==> src/hw/rtl/ccd_pkg.sv <==
// ----------------------------------------------------------------------------
// ccd_pkg
// Shared types, codes and constants of the corner candidate dedup block.
// ----------------------------------------------------------------------------
package ccd_pkg;

  // Default sizes of the corner table and of the stored coordinates.
  localparam int MAX_CORNERS_DEF = 64;
  localparam int COORD_BITS_DEF  = 12;
  localparam int COORD_MAX_W     = 16;

  // Fixed field widths.
  localparam int IN_COORD_W  = 12;
  localparam int RADIUS_W    = 8;
  localparam int CFG_W       = 12;
  localparam int CFG_IDX_W   = 2;
  localparam int SLOT_W      = 6;
  localparam int COUNT_OUT_W = 7;
  localparam int IN_TDATA_W  = 24;
  localparam int OUT_TDATA_W = 16;
  localparam int OUT_TUSER_W = 2;
  localparam int LIM_W       = 2 * RADIUS_W;

  // Signed width that holds any border difference without overflow.
  localparam int BORDER_W = 18;

  // Register values after reset.
  localparam logic [CFG_W-1:0]    FRAME_WIDTH_RST   = 12'd1920;
  localparam logic [CFG_W-1:0]    FRAME_HEIGHT_RST  = 12'd1080;
  localparam logic [RADIUS_W-1:0] CORNER_RADIUS_RST = 8'd20;

  typedef enum logic [CFG_IDX_W-1:0] {
    CFG_FRAME_WIDTH   = 2'd0,
    CFG_FRAME_HEIGHT  = 2'd1,
    CFG_CORNER_RADIUS = 2'd2
  } cfg_index_t;

  typedef enum logic [OUT_TUSER_W-1:0] {
    VERDICT_BORDER = 2'd0,
    VERDICT_NEAR   = 2'd1,
    VERDICT_ACCEPT = 2'd2,
    VERDICT_FULL   = 2'd3
  } verdict_t;

  typedef enum logic [2:0] {
    ST_IDLE,
    ST_BORDER,
    ST_SCAN,
    ST_DRAIN,
    ST_DONE
  } state_t;

  typedef struct packed {
    logic load;    // latch a new candidate and clear the scan
    logic issue;   // read the next table entry
    logic finish;  // write the result and update the table
  } ccd_cmd_t;

  typedef struct packed {
    logic border;     // candidate lies too close to a frame edge
    logic near;       // a stored corner lies within the radius
    logic busy;       // distance pipeline still holds entries
    logic scan_last;  // the entry being read now is the last stored one
    logic empty;      // the table holds no corners
    logic out_free;   // the output register can take a result
  } ccd_status_t;

endpackage

==> src/hw/rtl/ccd_ram.sv <==
// ----------------------------------------------------------------------------
// ccd_ram
// Generic simple dual-port RAM with one write port and a registered read.
// ----------------------------------------------------------------------------
module ccd_ram #(
  parameter int WIDTH = 24,
  parameter int DEPTH = 64
) (
  input  logic                                  clk,
  input  logic                                  we,
  input  logic [((DEPTH > 1) ? $clog2(DEPTH) : 1)-1:0] waddr,
  input  logic [WIDTH-1:0]                      wdata,
  input  logic [((DEPTH > 1) ? $clog2(DEPTH) : 1)-1:0] raddr,
  output logic [WIDTH-1:0]                      rdata
);

  logic [WIDTH-1:0] mem [DEPTH];

  always_ff @(posedge clk) begin
    if (we) begin
      mem[waddr] <= wdata;
    end
    rdata <= mem[raddr];
  end

endmodule

==> src/hw/rtl/ccd_datapath.sv <==
// ----------------------------------------------------------------------------
// ccd_datapath
// Configuration registers, corner table, distance pipeline and result
// register of the corner candidate dedup block.
// ----------------------------------------------------------------------------
module ccd_datapath #(
  parameter int MAX_CORNERS = ccd_pkg::MAX_CORNERS_DEF,
  parameter int COORD_BITS  = ccd_pkg::COORD_BITS_DEF
) (
  input  logic                            clk,
  input  logic                            rst,
  input  logic [ccd_pkg::IN_TDATA_W-1:0]  s_tdata,
  input  logic                            cfg_we,
  input  logic [ccd_pkg::CFG_IDX_W-1:0]   cfg_index,
  input  logic [ccd_pkg::CFG_W-1:0]       cfg_data,
  input  ccd_pkg::ccd_cmd_t               cmd,
  output ccd_pkg::ccd_status_t            status,
  output logic                            m_tvalid,
  input  logic                            m_tready,
  output logic [ccd_pkg::OUT_TDATA_W-1:0] m_tdata,
  output logic [ccd_pkg::OUT_TUSER_W-1:0] m_tuser
);

  import ccd_pkg::*;

  localparam int ADDR_W = (MAX_CORNERS > 1) ? $clog2(MAX_CORNERS) : 1;
  localparam int CNT_W  = $clog2(MAX_CORNERS + 1);
  localparam int ENT_W  = 2 * COORD_BITS;
  localparam int D_W    = COORD_BITS + 1;
  localparam int SQ_W   = 2 * COORD_BITS;
  localparam int SUM_W  = SQ_W + 1;

  logic [CFG_W-1:0]       frame_width;
  logic [CFG_W-1:0]       frame_height;
  logic [RADIUS_W-1:0]    corner_radius;
  logic [COORD_BITS-1:0]  cur_x;
  logic [COORD_BITS-1:0]  cur_y;
  logic [LIM_W-1:0]       lim;
  logic [CNT_W-1:0]       count;
  logic [CNT_W-1:0]       scan_idx;
  logic                   v1;
  logic                   v2;
  logic [SQ_W-1:0]        sq_x;
  logic [SQ_W-1:0]        sq_y;
  logic                   near;

  logic [COORD_MAX_W-1:0] ext_x;
  logic [COORD_MAX_W-1:0] ext_y;
  logic [ENT_W-1:0]       rdata;
  logic [COORD_BITS-1:0]  ent_col;
  logic [COORD_BITS-1:0]  ent_row;
  logic signed [D_W-1:0]  dx;
  logic signed [D_W-1:0]  dy;
  logic signed [2*D_W-1:0] px;
  logic signed [2*D_W-1:0] py;
  logic [SUM_W-1:0]       dist_sum;
  logic                   hit;
  logic                   border;
  logic signed [BORDER_W-1:0] bw;
  logic signed [BORDER_W-1:0] bh;
  logic signed [BORDER_W-1:0] bx;
  logic signed [BORDER_W-1:0] by;
  logic signed [BORDER_W-1:0] br;
  verdict_t               verdict;
  logic                   accept;
  logic                   out_free;
  logic [SLOT_W-1:0]      slot_out;
  logic [COUNT_OUT_W-1:0] count_out;

  // Coordinates keep only their low COORD_BITS bits.
  assign ext_x = COORD_MAX_W'(s_tdata[IN_COORD_W-1:0]);
  assign ext_y = COORD_MAX_W'(s_tdata[2*IN_COORD_W-1:IN_COORD_W]);

  always_ff @(posedge clk) begin
    if (rst) begin
      frame_width   <= FRAME_WIDTH_RST;
      frame_height  <= FRAME_HEIGHT_RST;
      corner_radius <= CORNER_RADIUS_RST;
    end else if (cfg_we) begin
      case (cfg_index)
        CFG_FRAME_WIDTH:   frame_width   <= cfg_data;
        CFG_FRAME_HEIGHT:  frame_height  <= cfg_data;
        CFG_CORNER_RADIUS: corner_radius <= cfg_data[RADIUS_W-1:0];
        default: ;
      endcase
    end
  end

  always_ff @(posedge clk) begin
    if (cmd.load) begin
      cur_x <= ext_x[COORD_BITS-1:0];
      cur_y <= ext_y[COORD_BITS-1:0];
      lim   <= LIM_W'(corner_radius) * LIM_W'(corner_radius);
    end
  end

  // Border test in signed arithmetic, wide enough for every difference.
  assign bw = $signed(BORDER_W'(frame_width));
  assign bh = $signed(BORDER_W'(frame_height));
  assign bx = $signed(BORDER_W'(cur_x));
  assign by = $signed(BORDER_W'(cur_y));
  assign br = $signed(BORDER_W'(corner_radius));
  assign border = (bw - bx < br) || (bh - by < br) || (bx < br) || (by < br);

  ccd_ram #(
    .WIDTH (ENT_W),
    .DEPTH (MAX_CORNERS)
  ) u_table (
    .clk   (clk),
    .we    (cmd.finish && accept),
    .waddr (count[ADDR_W-1:0]),
    .wdata ({cur_y, cur_x}),
    .raddr (scan_idx[ADDR_W-1:0]),
    .rdata (rdata)
  );

  assign ent_col = rdata[COORD_BITS-1:0];
  assign ent_row = rdata[ENT_W-1:COORD_BITS];
  assign dx = $signed({1'b0, ent_col}) - $signed({1'b0, cur_x});
  assign dy = $signed({1'b0, ent_row}) - $signed({1'b0, cur_y});
  assign px = (2*D_W)'(dx) * (2*D_W)'(dx);
  assign py = (2*D_W)'(dy) * (2*D_W)'(dy);

  // Pipeline: table read, squares, then sum and compare against r*r.
  always_ff @(posedge clk) begin
    if (rst) begin
      v1 <= 1'b0;
      v2 <= 1'b0;
    end else begin
      v1 <= cmd.issue;
      v2 <= v1;
    end
  end

  always_ff @(posedge clk) begin
    sq_x <= px[SQ_W-1:0];
    sq_y <= py[SQ_W-1:0];
  end

  assign dist_sum = {1'b0, sq_x} + {1'b0, sq_y};
  assign hit      = v2 && (dist_sum < SUM_W'(lim));

  always_ff @(posedge clk) begin
    if (rst) begin
      scan_idx <= '0;
      near     <= 1'b0;
    end else if (cmd.load) begin
      scan_idx <= '0;
      near     <= 1'b0;
    end else begin
      if (cmd.issue) begin
        scan_idx <= scan_idx + CNT_W'(1);
      end
      if (hit) begin
        near <= 1'b1;
      end
    end
  end

  always_comb begin
    if (border) begin
      verdict = VERDICT_BORDER;
    end else if (near) begin
      verdict = VERDICT_NEAR;
    end else if (count >= CNT_W'(MAX_CORNERS)) begin
      verdict = VERDICT_FULL;
    end else begin
      verdict = VERDICT_ACCEPT;
    end
  end

  assign accept    = (verdict == VERDICT_ACCEPT);
  assign slot_out  = accept ? SLOT_W'(count) : '0;
  assign count_out = accept ? COUNT_OUT_W'(count + CNT_W'(1)) : COUNT_OUT_W'(count);
  assign out_free  = !m_tvalid || m_tready;

  always_ff @(posedge clk) begin
    if (rst) begin
      count    <= '0;
      m_tvalid <= 1'b0;
    end else if (cmd.finish) begin
      m_tvalid <= 1'b1;
      if (accept) begin
        count <= count + CNT_W'(1);
      end
    end else if (m_tready) begin
      m_tvalid <= 1'b0;
    end
  end

  always_ff @(posedge clk) begin
    if (cmd.finish) begin
      m_tdata <= OUT_TDATA_W'({count_out, slot_out});
      m_tuser <= verdict;
    end
  end

  always_comb begin
    status.border    = border;
    status.near      = near;
    status.busy      = v1 || v2;
    status.scan_last = (scan_idx + CNT_W'(1) == count);
    status.empty     = (count == '0);
    status.out_free  = out_free;
  end

endmodule

==> src/hw/rtl/ccd_ctrl.sv <==
// ----------------------------------------------------------------------------
// ccd_ctrl
// Sequencer that walks one candidate through the border test, the table
// scan and the result write.
// ----------------------------------------------------------------------------
module ccd_ctrl (
  input  logic                 clk,
  input  logic                 rst,
  input  logic                 s_tvalid,
  output logic                 s_tready,
  input  ccd_pkg::ccd_status_t status,
  output ccd_pkg::ccd_cmd_t    cmd
);

  import ccd_pkg::*;

  state_t state;
  state_t state_next;

  always_ff @(posedge clk) begin
    if (rst) begin
      state <= ST_IDLE;
    end else begin
      state <= state_next;
    end
  end

  always_comb begin
    state_next = state;
    case (state)
      ST_IDLE: begin
        if (s_tvalid) begin
          state_next = ST_BORDER;
        end
      end
      ST_BORDER: begin
        if (status.border || status.empty) begin
          state_next = ST_DONE;
        end else begin
          state_next = ST_SCAN;
        end
      end
      ST_SCAN: begin
        // A hit ends the scan early; entries still in flight are ignored.
        if (status.near) begin
          state_next = ST_DONE;
        end else if (status.scan_last) begin
          state_next = ST_DRAIN;
        end
      end
      ST_DRAIN: begin
        if (status.near || !status.busy) begin
          state_next = ST_DONE;
        end
      end
      ST_DONE: begin
        if (status.out_free) begin
          state_next = ST_IDLE;
        end
      end
      default: state_next = ST_IDLE;
    endcase
  end

  // No item is taken while reset is held.
  always_comb begin
    s_tready   = (state == ST_IDLE) && !rst;
    cmd.load   = (state == ST_IDLE) && !rst && s_tvalid;
    cmd.issue  = (state == ST_SCAN);
    cmd.finish = (state == ST_DONE) && status.out_free;
  end

endmodule

==> src/hw/rtl/corner_candidate_dedup.sv <==
// ----------------------------------------------------------------------------
// corner_candidate_dedup
// Radius-based suppression of corner candidates against a table of stored
// corners.
// ----------------------------------------------------------------------------
// A candidate is accepted only while the block is idle, so a new one waits until
// the previous result is written. The table scan reads one stored entry a cycle
// into the shared distance pipeline and ends early on a hit; a border reject or
// an empty table skips the scan.
// Reset (rst, synchronous) empties the table and restores the register
// defaults; the table contents themselves are not cleared.
module corner_candidate_dedup #(
  parameter int MAX_CORNERS = ccd_pkg::MAX_CORNERS_DEF,
  parameter int COORD_BITS  = ccd_pkg::COORD_BITS_DEF
) (
  input  logic                            clk,
  input  logic                            rst,
  input  logic                            s_tvalid,
  output logic                            s_tready,
  input  logic [ccd_pkg::IN_TDATA_W-1:0]  s_tdata,   // cand_x, cand_y
  output logic                            m_tvalid,
  input  logic                            m_tready,
  output logic [ccd_pkg::OUT_TDATA_W-1:0] m_tdata,   // slot, corner_count
  output logic [ccd_pkg::OUT_TUSER_W-1:0] m_tuser,   // verdict
  input  logic                            cfg_we,
  input  logic [ccd_pkg::CFG_IDX_W-1:0]   cfg_index,
  input  logic [ccd_pkg::CFG_W-1:0]       cfg_data
);

  import ccd_pkg::*;

  ccd_cmd_t    cmd;
  ccd_status_t status;

  ccd_ctrl u_ctrl (
    .clk      (clk),
    .rst      (rst),
    .s_tvalid (s_tvalid),
    .s_tready (s_tready),
    .status   (status),
    .cmd      (cmd)
  );

  ccd_datapath #(
    .MAX_CORNERS (MAX_CORNERS),
    .COORD_BITS  (COORD_BITS)
  ) u_datapath (
    .clk       (clk),
    .rst       (rst),
    .s_tdata   (s_tdata),
    .cfg_we    (cfg_we),
    .cfg_index (cfg_index),
    .cfg_data  (cfg_data),
    .cmd       (cmd),
    .status    (status),
    .m_tvalid  (m_tvalid),
    .m_tready  (m_tready),
    .m_tdata   (m_tdata),
    .m_tuser   (m_tuser)
  );

endmodule

==> config.mk <==
export PLATFORM = sky130hd
export DESIGN_NAME = corner_candidate_dedup
export DESIGN_NICKNAME = d
export VERILOG_FILES = /design/src/hw/rtl/ccd_pkg.sv /design/src/hw/rtl/ccd_ram.sv /design/src/hw/rtl/ccd_datapath.sv /design/src/hw/rtl/ccd_ctrl.sv /design/src/hw/rtl/corner_candidate_dedup.sv
export SDC_FILE = /design/constraint.sdc
export NUM_CORES = 2
export LEC_CHECK = 0
export ABC_AREA = 1
export CAP_MARGIN = 20
export CORE_ASPECT_RATIO = 0.9
export CORE_UTILIZATION = 56
export DETAILED_ROUTE_END_ITERATION = 12
export DONT_BUFFER_PORTS = 1
export PLACE_DENSITY = 0.74
export RECOVER_POWER = 25
export SYNTH_ARGS = -nofsm -noshare
export SYNTH_HDL_FRONTEND = slang
export SYNTH_SLANG_ARGS = --single-unit
==> constraint.sdc <==
create_clock -name clk -period 8.1 [get_ports clk]
set_input_delay 1.62 -clock clk [delete_from_list [all_inputs] [get_ports clk]]
set_output_delay 1.62 -clock clk [all_outputs]
set_load 0.02 [all_outputs]
==> impl_metrics.json <==
{
  "hold_depth": 2,
  "setup_tns_ns": 0,
  "drtAntennaViolNets": 0,
  "holdCritPathClass": "reg2reg",
  "drive_gt1_frac": 0.0652,
  "synth_area_sq_um": 82100,
  "dieArea_sq_um": 148000,
  "fillers": 11100,
  "cpMaxStageDelayCell": "fa_1",
  "clkPwrFrac": 0.232,
  "place.gp.congestion": 0.950,
  "rr_startpoint": "u_datapath.cur_y[3]$_DFFE_PP_",
  "place_ws_ns": 0.886,
  "layout_common_cells": "edfxtp_1, nor2_1, o21ai_0",
  "power_density_nw_per_um2": 365,
  "drv_slew": 853,
  "setup_viol": 0,
  "timing.final.crit_share": 0.891,
  "first_iter_violations": 7827,
  "path_common_cell": "inv_1",
  "reg2reg_to": "u_datapath.sq_y[23]$_DFF_P_",
  "wl_per_cell_um": 24.4,
  "synth_cell_types": 53,
  "cp_max_fo": 19,
  "port_buffers": 0,
  "critical_path_class": "reg2reg",
  "tightest_slew_ns": 3.52,
  "fin_worst_skew_ns": 0.0866,
  "reg2regPathDepth": 28,
  "final_nets": 7701,
  "drt_wl_total_mm": 224,
  "synth-seq-area-share": 0.611,
  "syn_to_final_growth_pct": 9.22,
  "numClockSinks": 1713,
  "grt_antenna_before_repair": 29,
  "slowest_delay_ns": 0.73,
  "root_buffer": "clkbuf_16",
  "hold_viol_final": 0,
  "layout_setup_ws_ns": 0.879,
  "clk_pin_slew_ns": 0.07,
  "relSlewSlack": -1.34,
  "peakVddDrop_mv": 1.23,
  "die_w_um": 406,
  "internal_power_mw": 20.3,
  "avgSynthCellArea_sq_um": 11.5,
  "htreeDepth": 4,
  "regToRegSetupSlack_ns": 0.88,
  "dr_total_vias": 56000,
  "maxCapViolations": 13,
  "avgViaCountPerCell": 6.10,
  "grt_pass1_vias": 53900,
  "grt_start_max_net_pins": 215,
  "dp.cells": 8863,
  "cts_buffers": 167,
  "combPwrFrac": 0.457,
  "drc_errors": 0,
  "power_mw": 32.7,
  "start_kind": "flip-flop",
  "grt_pass1_wl_mm": 331,
  "fmax_mhz": 138,
  "pin_count": 63,
  "status": "finished, violations left",
  "cts_setup_buffers": 0,
  "cts_tree": "done",
  "netSwitchingFraction": 0.380,
  "rows": 132,
  "synth_warnings": 0,
  "detailed_place_hpwl_mm": 133,
  "holdPathEnd": "u_datapath.v2$_SDFF_PP0_",
  "switchingPower_mw": 12.4,
  "coreArea_sq_um": 145000,
  "violations": "capacitance limit, slew limit",
  "initial_core_util": 0.568,
  "fin_crit_ns": 7.22,
  "worstSkewPairLatency_ns": 0.83,
  "seq_power_share": 0.311,
  "synth_seq_cells": 1713,
  "worstPathRequired_ns": 8.80,
  "grt_setup_unrepaired": "false",
  "fin_cells": 9185,
  "leakage_nw": 33.5,
  "arrival_ns": 7.92,
  "firstDrtPassIters": 7,
  "clk_path_buf_depth": 3,
  "cts-resized-gates": 0,
  "worstHoldStart": "u_datapath.v1$_SDFF_PP0_",
  "die_h_um": 365,
  "cp-end-kind": "flip-flop",
  "gr-total-overflow": 0,
  "layout_commonest_cell": "edfxtp_1",
  "syn_inst": 7148,
  "hold_buffers": 0,
  "grtUsageTotal": 0.300
}
[layer usage]
layer	global-route usage	vias up	routed length [um]
met5	0	-	86
met1	0.415	27300	87400
met3	0.0656	471	25800
met4	0.130	12	9410
li1	-	25000	-
met2	0.461	3233	101000
[synth_stat cells, drive strengths merged]
cell | number | area [sq um]
a21boi | 5 | 37.5
nand3 | 88 | 445
a211oi | 8 | 60.1
edfxtp | 1590 | 47700
o311ai | 6 | 52.6
o22ai | 421 | 2630
buf | 92 | 488
a21oi | 146 | 738
inv | 635 | 2380
nand4 | 24 | 169
clkinv | 6 | 22.5
nor3b | 1 | 7.51
a2111oi | 1 | 8.76
and3 | 2 | 12.5
nor3 | 26 | 130
dfxtp | 123 | 2460
nor4 | 2 | 12.5
ha | 279 | 3490
or2 | 11 | 68.8
o31ai | 4 | 30.0
nor2 | 1313 | 4970
o21bai | 14 | 109
xnor2 | 50 | 438
conb | 1 | 3.75
xor2 | 82 | 718
fa | 289 | 5790
a21o | 19 | 143
a31o | 2 | 17.5
o21ai | 1044 | 5230
a31oi | 10 | 62.6
o211ai | 34 | 255
nand2 | 477 | 1800
clkbuf | 280 | 1050
o32ai | 17 | 149
o221ai | 38 | 333
nand3b | 5 | 37.5
o21a | 3 | 22.5
[stage by stage]
stage          cell area, sq um  hold slack [ns]  utilization
6_report                  89700            0.442        0.620
5_1_grt                   89700            0.466        0.620
4_1_cts                   89700            0.447        0.620
3_5_place_dp              84400            0.425        0.583
3_3_place_gp              84400            0.424        0.583
2_1_floorplan             82100            0.403            -
[power by group through the flow]
stage                     Combinational [mW]  Sequential, mW  Clock, mW
after floorplan                         11.2            10.3          0
after global placement                  14.6            10.4          0
after detailed placement                14.9            10.4          0
after CTS                               15.0            10.2       7.64
after global routing                    17.0            10.2       7.99
final                                   15.0            10.2       7.58
[state kept, by name, summed over array words and instances, names as in the netlist]
| signal | cells |
|---|---|
| u_datapath.count | 7 |
| u_datapath.v2 | 1 |
| u_datapath.lim | 15 |
| u_datapath.near | 1 |
| u_datapath.corner_radius | 8 |
| u_datapath.sq_x | 23 |
| u_datapath.sq_y | 23 |
| u_datapath.cur_x | 12 |
| u_datapath.frame_height | 12 |
| u_datapath.cur_y | 12 |
| u_datapath.m_tuser | 2 |
| u_datapath.u_table.mem | 1536 |
| u_datapath.frame_width | 12 |
| u_datapath.scan_idx | 7 |
| u_ctrl.state | 3 |
| u_datapath.v1 | 1 |
| u_datapath.u_table.rdata | 24 |
| u_datapath.m_tdata | 13 |
| u_datapath.m_tvalid | 1 |
[worst max-delay path by stage]
| stage | startpoint | to | cells past startpoint |
|---|---|---|---|
| 6_report | u_datapath.cur_y[3]$_DFFE_PP_ | u_datapath.sq_y[23]$_DFF_P_ | 28 |
| 5_1_grt | u_datapath.cur_y[1]$_DFFE_PP_ | u_datapath.sq_y[21]$_DFF_P_ | 32 |
| 4_1_cts | u_datapath.cur_y[3]$_DFFE_PP_ | u_datapath.sq_y[23]$_DFF_P_ | 28 |
| 3_5_place_dp | u_datapath.cur_y[0]$_DFFE_PP_ | u_datapath.sq_y[23]$_DFF_P_ | 27 |
| 3_3_place_gp | u_datapath.cur_y[0]$_DFFE_PP_ | u_datapath.sq_y[21]$_DFF_P_ | 29 |
| 2_1_floorplan | u_datapath.cur_y[2]$_DFFE_PP_ | u_datapath.sq_y[21]$_DFF_P_ | 29 |
[layout make-up]
| class | count | area (sq um) | area share |
|---|---|---|---|
| Tap cell | 1943 | 2430 | 0.0271 |
| Multi-Input combinational cell | 4426 | 28100 | 0.314 |
| Inverter | 641 | 2430 | 0.0270 |
| Clock buffer | 210 | 4390 | 0.0490 |
| Sequential cell | 1713 | 50200 | 0.560 |
| Timing Repair Buffer | 141 | 1110 | 0.0124 |
| Antenna cell | 16 | 40.0 | 0.000446 |
| Clock inverter | 95 | 933 | 0.0104 |
[critical path, delay by kind of cell (launching register included)]
family | cells | cell delay, ns
flops | 1 | 0.38
buf+inv | 8 | 0.90
compound gates | 6 | 1.16
simple gates | 5 | 0.85
xor+xnor | 1 | 0.12
fa+ha+maj | 8 | 3.65
[cells by family (layout without fill, tap and decap cells)]
group	Yosys count	in the layout	synth area share
AO/OA/AOI/OAI	1772	1772	0.120
XOR/XNOR	132	132	0.0141
adder cells (fa/ha/maj)	568	568	0.113
buffers and inverters	1013	1087	0.0480
flip-flops	1713	1713	0.611
other	1	21	0.0000457
AND/OR/NAND/NOR	1949	1949	0.0932
No activity file was read; power rests on OpenSTA's default activity.
